$ cat src/rtl/tld_pkg.sv
// Shared types and constants of the terminal line discipline.
`default_nettype none
package tld_pkg;

   // Result kinds as they leave the block.
   typedef enum logic [2:0] {
      KIND_DATA    = 3'd0,
      KIND_CONSOLE = 3'd1,
      KIND_INTR    = 3'd2,
      KIND_QUIT    = 3'd3,
      KIND_SUSP    = 3'd4
   } kind_type;

   // Request function codes.
   typedef enum logic {
      FUNC_RECEIVE  = 1'b0,
      FUNC_TRANSMIT = 1'b1
   } func_type;

   // Control register indexes.
   typedef enum logic [2:0] {
      CSR_MAP_CR_TO_NL    = 3'd0,
      CSR_SIGNALS_ENABLED = 3'd1,
      CSR_CANONICAL_MODE  = 3'd2,
      CSR_OUTPUT_POST     = 3'd3,
      CSR_EXPAND_NEWLINE  = 3'd4,
      CSR_INTERRUPT_CHAR  = 3'd5,
      CSR_QUIT_CHAR       = 3'd6,
      CSR_SUSPEND_CHAR    = 3'd7
   } csr_index_type;

   localparam int unsigned CSR_INDEX_W = 3;
   localparam int unsigned CSR_DATA_W  = 8;

   localparam logic [7:0] CHAR_CR = 8'h0D;
   localparam logic [7:0] CHAR_NL = 8'h0A;

   localparam logic [7:0] RESET_INTERRUPT_CHAR = 8'd3;
   localparam logic [7:0] RESET_QUIT_CHAR      = 8'd28;
   localparam logic [7:0] RESET_SUSPEND_CHAR   = 8'd26;

   // One classified word waiting between front and back.
   typedef struct packed {
      kind_type   kind;
      logic [7:0] out_byte;
      logic       line_end;
      logic       expand;    // emit a carriage return ahead of this word
   } q_entry_type;

   // Queue status seen by both sides.
   typedef struct packed {
      logic full;
      logic empty;
   } q_status_type;

endpackage
`default_nettype wire

$ cat src/rtl/tld_if.sv
// Request and response channel interfaces of the line discipline.
`default_nettype none
interface tld_req_if;
   logic       valid;
   logic       ready;
   logic       func;
   logic [7:0] in_byte;

   modport source (output valid, output func, output in_byte, input ready);
   modport sink   (input valid, input func, input in_byte, output ready);
endinterface

interface tld_rsp_if;
   logic       valid;
   logic       ready;
   logic [2:0] kind;
   logic [7:0] out_byte;
   logic       line_end;
   logic       last;

   modport source (output valid, output kind, output out_byte, output line_end,
                   output last, input ready);
   modport sink   (input valid, input kind, input out_byte, input line_end,
                   input last, output ready);
endinterface
`default_nettype wire

$ cat src/rtl/tty_line_discipline_core.sv
// Top level of the console terminal line discipline.
//
// Terminal line discipline for a console. A receive word (func 0) may have a
// carriage return mapped to newline, is then matched against the interrupt,
// quit and suspend characters (first match in that order wins, a zero
// character never matches, nothing matches with signals disabled) and gives
// either one signal word (byte 0) or one data word, flagged as line end for a
// newline in canonical mode. A transmit word (func 1) gives one console word,
// or a carriage return then a newline when output post-processing and newline
// expansion are both on; last marks the final response word of each request.
// Rate: one request word is accepted every cycle while the queue has room;
// the output register issues one response word per cycle while the response
// side is ready, so an expanded newline occupies it for a carriage return and
// then the newline. A request word passes through the queue write, then the
// output register. QUEUE_DEPTH (at least 2) sets how far the front may run
// ahead of a stalled response side. Control registers are written through the
// csr_ port and take effect on the next accepted word; write them only while the block is idle.
`default_nettype none
module tty_line_discipline_core
   import tld_pkg::*;
#(
   parameter int unsigned QUEUE_DEPTH = 4
)(
   input  wire                    clock,
   input  wire                    reset,
   tld_req_if.sink                req_chan,
   tld_rsp_if.source              rsp_chan,
   input  wire                    csr_write_en,
   input  wire [CSR_INDEX_W-1:0]  csr_index,
   input  wire [CSR_DATA_W-1:0]   csr_wdata
);

   q_status_type q_status;
   q_entry_type  push_entry;
   q_entry_type  head_entry;
   logic         push;
   logic         pop;

   // Front: hold the control registers, accept and classify request words.
   tld_front u_front (
      .clock        (clock),
      .reset        (reset),
      .req_chan     (req_chan),
      .csr_write_en (csr_write_en),
      .csr_index    (csr_index),
      .csr_wdata    (csr_wdata),
      .q_status     (q_status),
      .push         (push),
      .push_entry   (push_entry)
   );

   // Decouple intake from the response side.
   tld_queue #(
      .DEPTH (QUEUE_DEPTH)
   ) u_queue (
      .clock      (clock),
      .reset      (reset),
      .push       (push),
      .push_entry (push_entry),
      .pop        (pop),
      .head_entry (head_entry),
      .q_status   (q_status)
   );

   // Back: expand newlines and drive the response register.
   tld_back u_back (
      .clock      (clock),
      .reset      (reset),
      .head_entry (head_entry),
      .q_status   (q_status),
      .pop        (pop),
      .rsp_chan   (rsp_chan)
   );

endmodule
`default_nettype wire

$ cat src/rtl/tld_front.sv
// Front end: control registers, request intake and character classification.
`default_nettype none
module tld_front
   import tld_pkg::*;
(
   input  wire                    clock,
   input  wire                    reset,
   tld_req_if.sink                req_chan,
   input  wire                    csr_write_en,
   input  wire [CSR_INDEX_W-1:0]  csr_index,
   input  wire [CSR_DATA_W-1:0]   csr_wdata,
   input  wire q_status_type      q_status,
   output logic                   push,
   output q_entry_type            push_entry
);

   logic       map_cr_to_nl_ff, signals_enabled_ff, canonical_mode_ff;
   logic       output_post_ff, expand_newline_ff;
   logic [7:0] interrupt_char_ff, quit_char_ff, suspend_char_ff;

   always_ff @(posedge clock) begin
      if (reset) begin
         map_cr_to_nl_ff    <= 1'b1;
         signals_enabled_ff <= 1'b1;
         canonical_mode_ff  <= 1'b1;
         output_post_ff     <= 1'b1;
         expand_newline_ff  <= 1'b1;
         interrupt_char_ff  <= RESET_INTERRUPT_CHAR;
         quit_char_ff       <= RESET_QUIT_CHAR;
         suspend_char_ff    <= RESET_SUSPEND_CHAR;
      end else if (csr_write_en) begin
         case (csr_index_type'(csr_index))
            CSR_MAP_CR_TO_NL:    map_cr_to_nl_ff    <= csr_wdata[0];
            CSR_SIGNALS_ENABLED: signals_enabled_ff <= csr_wdata[0];
            CSR_CANONICAL_MODE:  canonical_mode_ff  <= csr_wdata[0];
            CSR_OUTPUT_POST:     output_post_ff     <= csr_wdata[0];
            CSR_EXPAND_NEWLINE:  expand_newline_ff  <= csr_wdata[0];
            CSR_INTERRUPT_CHAR:  interrupt_char_ff  <= csr_wdata;
            CSR_QUIT_CHAR:       quit_char_ff       <= csr_wdata;
            CSR_SUSPEND_CHAR:    suspend_char_ff    <= csr_wdata;
            default: ;
         endcase
      end
   end

   logic [7:0] rx_char;
   logic       hit_intr, hit_quit, hit_susp;

   always_comb begin
      rx_char = (map_cr_to_nl_ff && req_chan.in_byte == CHAR_CR) ? CHAR_NL
                                                                  : req_chan.in_byte;
      hit_intr = signals_enabled_ff && interrupt_char_ff != 8'd0
                 && interrupt_char_ff == rx_char;
      hit_quit = signals_enabled_ff && quit_char_ff != 8'd0
                 && quit_char_ff == rx_char;
      hit_susp = signals_enabled_ff && suspend_char_ff != 8'd0
                 && suspend_char_ff == rx_char;

      push_entry = '{kind: KIND_DATA, out_byte: 8'd0, line_end: 1'b0, expand: 1'b0};
      if (func_type'(req_chan.func) == FUNC_TRANSMIT) begin
         push_entry.kind     = KIND_CONSOLE;
         push_entry.out_byte = req_chan.in_byte;
         push_entry.expand   = output_post_ff && expand_newline_ff
                               && req_chan.in_byte == CHAR_NL;
      end else if (hit_intr) begin
         push_entry.kind = KIND_INTR;
      end else if (hit_quit) begin
         push_entry.kind = KIND_QUIT;
      end else if (hit_susp) begin
         push_entry.kind = KIND_SUSP;
      end else begin
         push_entry.out_byte = rx_char;
         push_entry.line_end = canonical_mode_ff && rx_char == CHAR_NL;
      end
   end

   assign req_chan.ready = !q_status.full;
   assign push           = req_chan.valid && !q_status.full;

endmodule
`default_nettype wire

$ cat src/rtl/tld_queue.sv
// Short queue of classified words between front and back.
`default_nettype none
module tld_queue
   import tld_pkg::*;
#(
   parameter int unsigned DEPTH = 4
)(
   input  wire               clock,
   input  wire               reset,
   input  wire               push,
   input  wire q_entry_type  push_entry,
   input  wire               pop,
   output q_entry_type       head_entry,
   output q_status_type      q_status
);

   localparam int unsigned PTR_W = (DEPTH > 1) ? $clog2(DEPTH) : 1;
   localparam int unsigned CNT_W = $clog2(DEPTH + 1);
   localparam logic [PTR_W-1:0] LAST_PTR = PTR_W'(DEPTH - 1);
   localparam logic [CNT_W-1:0] FULL_CNT = CNT_W'(DEPTH);

   q_entry_type      mem_ff [DEPTH];
   logic [PTR_W-1:0] wr_ptr_ff, wr_ptr_in, rd_ptr_ff, rd_ptr_in;
   logic [CNT_W-1:0] count_ff, count_in;

   always_comb begin
      wr_ptr_in = wr_ptr_ff;
      rd_ptr_in = rd_ptr_ff;
      count_in  = count_ff;
      if (push) begin
         wr_ptr_in = (wr_ptr_ff == LAST_PTR) ? '0 : wr_ptr_ff + 1'b1;
      end
      if (pop) begin
         rd_ptr_in = (rd_ptr_ff == LAST_PTR) ? '0 : rd_ptr_ff + 1'b1;
      end
      if (push && !pop) begin
         count_in = count_ff + 1'b1;
      end else if (pop && !push) begin
         count_in = count_ff - 1'b1;
      end
   end

   always_ff @(posedge clock) begin
      if (reset) begin
         wr_ptr_ff <= '0;
         rd_ptr_ff <= '0;
         count_ff  <= '0;
      end else begin
         wr_ptr_ff <= wr_ptr_in;
         rd_ptr_ff <= rd_ptr_in;
         count_ff  <= count_in;
      end
   end

   always_ff @(posedge clock) begin
      if (push) begin
         mem_ff[wr_ptr_ff] <= push_entry;
      end
   end

   assign head_entry     = mem_ff[rd_ptr_ff];
   assign q_status.full  = count_ff == FULL_CNT;
   assign q_status.empty = count_ff == '0;

endmodule
`default_nettype wire

$ cat src/rtl/tld_back.sv
// Back end: expands queued words into response words and holds the output register.
`default_nettype none
module tld_back
   import tld_pkg::*;
(
   input  wire                clock,
   input  wire                reset,
   input  wire q_entry_type   head_entry,
   input  wire q_status_type  q_status,
   output logic               pop,
   tld_rsp_if.source          rsp_chan
);

   logic       valid_ff, valid_in;
   logic       cr_sent_ff, cr_sent_in;
   kind_type   kind_ff, kind_in;
   logic [7:0] out_byte_ff, out_byte_in;
   logic       line_end_ff, line_end_in;
   logic       last_ff, last_in;
   logic       load;

   always_comb begin
      load        = !q_status.empty && (!valid_ff || rsp_chan.ready);
      valid_in    = valid_ff && !rsp_chan.ready;
      cr_sent_in  = cr_sent_ff;
      kind_in     = kind_ff;
      out_byte_in = out_byte_ff;
      line_end_in = line_end_ff;
      last_in     = last_ff;
      pop         = 1'b0;
      if (load) begin
         valid_in    = 1'b1;
         kind_in     = head_entry.kind;
         line_end_in = head_entry.line_end;
         if (head_entry.expand && !cr_sent_ff) begin
            // emit the carriage return first, hold the entry for the newline
            out_byte_in = CHAR_CR;
            last_in     = 1'b0;
            cr_sent_in  = 1'b1;
         end else begin
            out_byte_in = head_entry.out_byte;
            last_in     = 1'b1;
            cr_sent_in  = 1'b0;
            pop         = 1'b1;
         end
      end
   end

   always_ff @(posedge clock) begin
      if (reset) begin
         valid_ff   <= 1'b0;
         cr_sent_ff <= 1'b0;
      end else begin
         valid_ff   <= valid_in;
         cr_sent_ff <= cr_sent_in;
      end
      kind_ff     <= kind_in;
      out_byte_ff <= out_byte_in;
      line_end_ff <= line_end_in;
      last_ff     <= last_in;
   end

   assign rsp_chan.valid    = valid_ff;
   assign rsp_chan.kind     = kind_ff;
   assign rsp_chan.out_byte = out_byte_ff;
   assign rsp_chan.line_end = line_end_ff;
   assign rsp_chan.last     = last_ff;

endmodule
`default_nettype wire
$ cat src/flat_wrapper.sv
// flat-port wrapper written by rule: the top's interface ports become plain ports
module tty_line_discipline_core_flat import tld_pkg::*;
#(
   parameter int unsigned QUEUE_DEPTH = 4
)
  (clock, reset, csr_write_en, csr_index, csr_wdata, req_chan_valid, req_chan_func, req_chan_in_byte, req_chan_ready, rsp_chan_valid, rsp_chan_kind, rsp_chan_out_byte, rsp_chan_line_end, rsp_chan_last, rsp_chan_ready);
  tld_req_if req_chan_i ();
  tld_rsp_if rsp_chan_i ();
  input  wire clock;
  input  wire reset;
  input  wire csr_write_en;
  input  wire [CSR_INDEX_W-1:0] csr_index;
  input  wire [CSR_DATA_W-1:0] csr_wdata;
  input wire logic [$bits(req_chan_i.valid)-1:0] req_chan_valid;
  input wire logic [$bits(req_chan_i.func)-1:0] req_chan_func;
  input wire logic [$bits(req_chan_i.in_byte)-1:0] req_chan_in_byte;
  output wire logic [$bits(req_chan_i.ready)-1:0] req_chan_ready;
  output wire logic [$bits(rsp_chan_i.valid)-1:0] rsp_chan_valid;
  output wire logic [$bits(rsp_chan_i.kind)-1:0] rsp_chan_kind;
  output wire logic [$bits(rsp_chan_i.out_byte)-1:0] rsp_chan_out_byte;
  output wire logic [$bits(rsp_chan_i.line_end)-1:0] rsp_chan_line_end;
  output wire logic [$bits(rsp_chan_i.last)-1:0] rsp_chan_last;
  input wire logic [$bits(rsp_chan_i.ready)-1:0] rsp_chan_ready;
  assign req_chan_i.valid = req_chan_valid;
  assign req_chan_i.func = req_chan_func;
  assign req_chan_i.in_byte = req_chan_in_byte;
  assign req_chan_ready = req_chan_i.ready;
  assign rsp_chan_valid = rsp_chan_i.valid;
  assign rsp_chan_kind = rsp_chan_i.kind;
  assign rsp_chan_out_byte = rsp_chan_i.out_byte;
  assign rsp_chan_line_end = rsp_chan_i.line_end;
  assign rsp_chan_last = rsp_chan_i.last;
  assign rsp_chan_i.ready = rsp_chan_ready;
  tty_line_discipline_core #(.QUEUE_DEPTH(QUEUE_DEPTH)) u_core (.clock(clock), .reset(reset), .req_chan(req_chan_i), .rsp_chan(rsp_chan_i), .csr_write_en(csr_write_en), .csr_index(csr_index), .csr_wdata(csr_wdata));
endmodule
$ cat config.mk
export PLATFORM = sky130hd
export DESIGN_NAME = tty_line_discipline_core_flat
export DESIGN_NICKNAME = d
export VERILOG_FILES = /design/src/rtl/tld_pkg.sv /design/src/rtl/tld_if.sv /design/src/rtl/tty_line_discipline_core.sv /design/src/rtl/tld_front.sv /design/src/rtl/tld_queue.sv /design/src/rtl/tld_back.sv /design/src/flat_wrapper.sv
export SDC_FILE = /design/constraint.sdc
export NUM_CORES = 1
export LEC_CHECK = 0
export ABC_AREA = 1
export BUFFER_PORTS_ARGS = -buffer_cell sky130_fd_sc_hd__buf_2
export CAP_MARGIN = 20
export CORE_MARGIN = 3
export CORE_UTILIZATION = 40
export DETAILED_ROUTE_END_ITERATION = 16
export MAX_ROUTING_LAYER = met4
export PLACE_DENSITY = 0.57
export SLEW_MARGIN = 15
export SYNTH_ARGS = -nofsm -noshare
export SYNTH_HDL_FRONTEND = slang
export SYNTH_SLANG_ARGS = --single-unit
$ cat constraint.sdc
create_clock -name clock -period 3 [get_ports clock]
set_clock_uncertainty 0.05 [all_clocks]
set_input_delay 0.3 -clock clock [delete_from_list [all_inputs] [get_ports clock]]
set_output_delay 0.3 -clock clock [all_outputs]
set_load 0.02 [all_outputs]
==> run_results.csv <==
group,metric,value,unit
sta,fin_crit_sh,82.4,%
sta,final_hold_viol_count,0,
critical_path,r2r_cells,12,
critical_path,r2r_end,"u_core.u_queue.count_ff[2]$_SDFFE_PP0P_",
yosys,yosys.area.top_type,"edfxtp_1",
sta,tightest_slew,0.951,ns
yosys,syn_nets,550,
yosys,seq_area_frac_synth,57.6,%
placement,routabilityCongestion,0.845,
yosys,yosys-top-cells-area,"edfxtp_1 (41%), dfxtp_1 (17%), nand2_1 (7.1%), nor2_1 (6.0%), o21ai_0 (6.0%)",
yosys,synthTopCellsByCount,"nand2_1 (91), nor2_1 (77), edfxtp_1 (65)",
power,p_leak,2.22,nW
routing,wl_per_cell,14.4,um
yosys,synthFlopType,"edfxtp_1",
min_path,hp-class,"in2reg",
clock_tree,clk-insertion-delay-late,0.34,ns
clock_tree,clk_path_buf_depth,2,
floorplan,coreArea,11600,um^2
yosys,yosysMostFrequentCell,"nand2_1",
run_status,status,"complete, no violations",
routing,viasPerCell,4.92,
critical_path,crit_required,3.18,ns
floorplan,io_pins,40,
floorplan,rows,39,
critical_path,cp-end-kind,"flop",
clock_tree,clkSlewWorstSetupHoldPaths,0.07,ns
routing,drtPass1Iterations,4,
placement,numPortBuffers,39,
critical_path,worst-path-max-fanout,14,
critical_path,cp_slowest_cell,"dfxtp_1",
global_routing,grt_pass1_vias,3475,
critical_path,ff2ff_setup_slack,0.53,ns
global_routing,overflow,0,
cells_and_area,stdcell_count,709,
power,p_sw,0.00140,W
critical_path,cp_cell_sequence,"inv_1 > nor2_1 > o21ai_0 > a21o_1 > nand2_1 > ha_1 > inv_1 > fa_1 > a21oi_1 > o21ai_0 > o21ai_0 > a21oi_1",
critical_path,crit_family,"compound AO/OA/AOI/OAI gates",
power,power_frac_seq,46.4,%
cells_and_area,nets,593,
floorplan,dieArea,13300,um^2
placement,dp_hpwl,7440,um
yosys,synth_top_area_share,40.8,%
power,peakVddDrop,316,uV
routing,ant_nets,0,
power,p_int,0.00281,W
global_routing,grt_start_max_net_pins,36,
critical_path,crit_top_cell,"o21ai_0",
critical_path,crit_buf_inv,2,
min_path,hold_end,"u_core.u_queue.wr_ptr_ff[0]$_SDFFE_PP0P_",
clock_tree,post_cts_resized,0,
power,clkPwrFrac,26.4,%
yosys,syn_inst,518,
clock_tree,cts.sinks,105,
sta,setup_tns,0,ns
placement,placed_cells,693,
clock_tree,cts_buffers,9,
routing,via_count,3486,
yosys,yosys_warnings,0,
floorplan,die_w,115,um
job,drv_cap,0,
routing,drt_first_iter_violations,189,
critical_path,crit_type,"reg2reg",
sta,rsz0062_at_grt,"false",
sta,timing.fmax,404,MHz
routing,finalWirelength,10200,um
cells_and_area,antennaDiodeCount,0,
yosys,async_flop_share,0,%
yosys,ys_ff_latch,105,
clock_tree,tritoncts,"yes",
global_routing,antenna_found_initial,0,
yosys,synth_edf_count,65,
cells_and_area,drive_gt1_share,17.5,%
sta,slew_violations,0,
sta,relSlewSlack,36.5,%
power,combPwrFrac,27.3,%
cells_and_area,area_delta_synth_final,13.6,%
power,p_per_area,775,nW/um^2
clock_tree,cts_root_buffer,"clkbuf_16",
floorplan,initial_core_util,41.3,%
clock_tree,holdBufCountCts,0,
routing,drc,0,
min_path,min_from,"reset",
sta,finalSetupViolations,0,
clock_tree,htreeDepth,3,
critical_path,critPathLaunchType,"flop",
power,swShare,33.3,%
sta,min_period,2.47,ns
clock_tree,cts_setup_buffers,0,
yosys,syn_area,4780,um^2
critical_path,slowest_delay,0.59,ns
floorplan,fp.dieH,115,um
global_routing,grt_pass1_wl,16900,um
global_routing,track_usage,16.9,%
yosys,synthDistinctLibCells,39,
critical_path,cp.arrival,2.65,ns
min_path,hold_depth,2,
yosys,avgSynthCellArea,9.23,um^2
-- power groups by stage --
stage	clock network (W)	logic, W	registers [W]
floorplan	0	0.000683	0.00208
global placement	0	0.00115	0.00198
detailed placement	0	0.00117	0.00198
CTS	0.00114	0.00117	0.00195
global route	0.00120	0.00131	0.00198
finish	0.00111	0.00115	0.00195
-- sequential cells by signal, indices dropped and copies added, names as in the netlist, named ones only --
register                           count
u_core.u_front.suspend_char_ff         8
u_core.u_queue.mem_ff                 52
u_core.u_front.quit_char_ff            8
u_core.u_back.rsp_chan.out_byte        8
u_core.u_front.canonical_mode_ff       1
u_core.u_front.expand_newline_ff       1
u_core.u_queue.rd_ptr_ff               2
u_core.u_front.map_cr_to_nl_ff         1
u_core.u_front.signals_enabled_ff      1
u_core.u_front.output_post_ff          1
u_core.u_back.cr_sent_ff               1
u_core.u_back.rsp_chan.valid           1
u_core.u_back.rsp_chan.line_end        1
u_core.u_queue.count_ff                3
u_core.u_back.rsp_chan.last            1
u_core.u_back.rsp_chan.kind            3
u_core.u_queue.wr_ptr_ff               2
u_core.u_front.interrupt_char_ff       8
-- worst max-delay path by stage --
| stage | slack [ns] | endpoint | cells past startpoint | from |
|---|---|---|---|---|
| floorplan | 0.61 | u_core.u_queue.count_ff[1]$_SDFFE_PP0P_ | 9 | u_core.u_back.rsp_chan.valid$_SDFF_PP0_ |
| global placement | 0.58 | u_core.u_queue.count_ff[2]$_SDFFE_PP0P_ | 12 | flop |
| detailed placement | 0.51 | u_core.u_queue.count_ff[2]$_SDFFE_PP0P_ | 12 | flop |
| CTS | 0.51 | u_core.u_queue.count_ff[2]$_SDFFE_PP0P_ | 12 | flop |
| global route | 0.26 | u_core.u_queue.count_ff[2]$_SDFFE_PP0P_ | 11 | flop |
| finish | 0.53 | u_core.u_queue.count_ff[2]$_SDFFE_PP0P_ | 12 | flop |
-- routing by layer --
layer / track usage (%) / share of wire [%]
met5: - / 0
met4: 5.09 / 1.6
met2: 28.4 / 51
met1: 20.5 / 45
met3: 3.53 / 2.4
-- stage by stage --
| step | worst slack [ns] | utilization (%) | total power, W | hold WS, ns | cell area, um^2 |
|---|---|---|---|---|---|
| finish | 0.527 | 46.9 | 0.00421 | 0.146 | 5430 |
| global route | 0.257 | 46.9 | 0.00449 | 0.152 | 5430 |
| CTS | 0.507 | 46.9 | 0.00426 | 0.141 | 5430 |
| detailed placement | 0.513 | 44.5 | 0.00315 | 0.423 | 5150 |
| global placement | 0.580 | 44.5 | 0.00313 | 0.410 | 5150 |
| floorplan | 0.610 | - | 0.00277 | 0.328 | 4780 |
-- cell families after synthesis --
kind of cell | share of synthesized area, %
AOI/OAI and AO/OA | 13.4
xor gates and xnor gates | 0.864
adders and majority gates | 1.99
buffers and inverters | 6.10
DFF | 57.6
and+or+nand+nor | 20.1
-- area by class of cell --
cell class | instances | area (um^2)
well taps | 143 | 179
flip-flops and latches | 105 | 2750
repair buffers | 48 | 263
inverters | 59 | 221
clock inverters | 6 | 47.5
multi-input cells | 338 | 1740
fillers | 1096 | 6140
clock buffers | 10 | 229
-- placed cells by master (no fill, tap or decap), types with 9 or more instances in the layout --
cell	count
buf_2	39
inv_2	9
inv_1	49
edfxtp_1	65
o21ai_0	57
buf_4	9
o22ai_1	9
clkbuf_16	9
nor2_1	77
nand3_1	22
a21oi_1	24
dfxtp_1	40
nand2_1	91
Note: power is estimated with default switching activity, not from simulation.
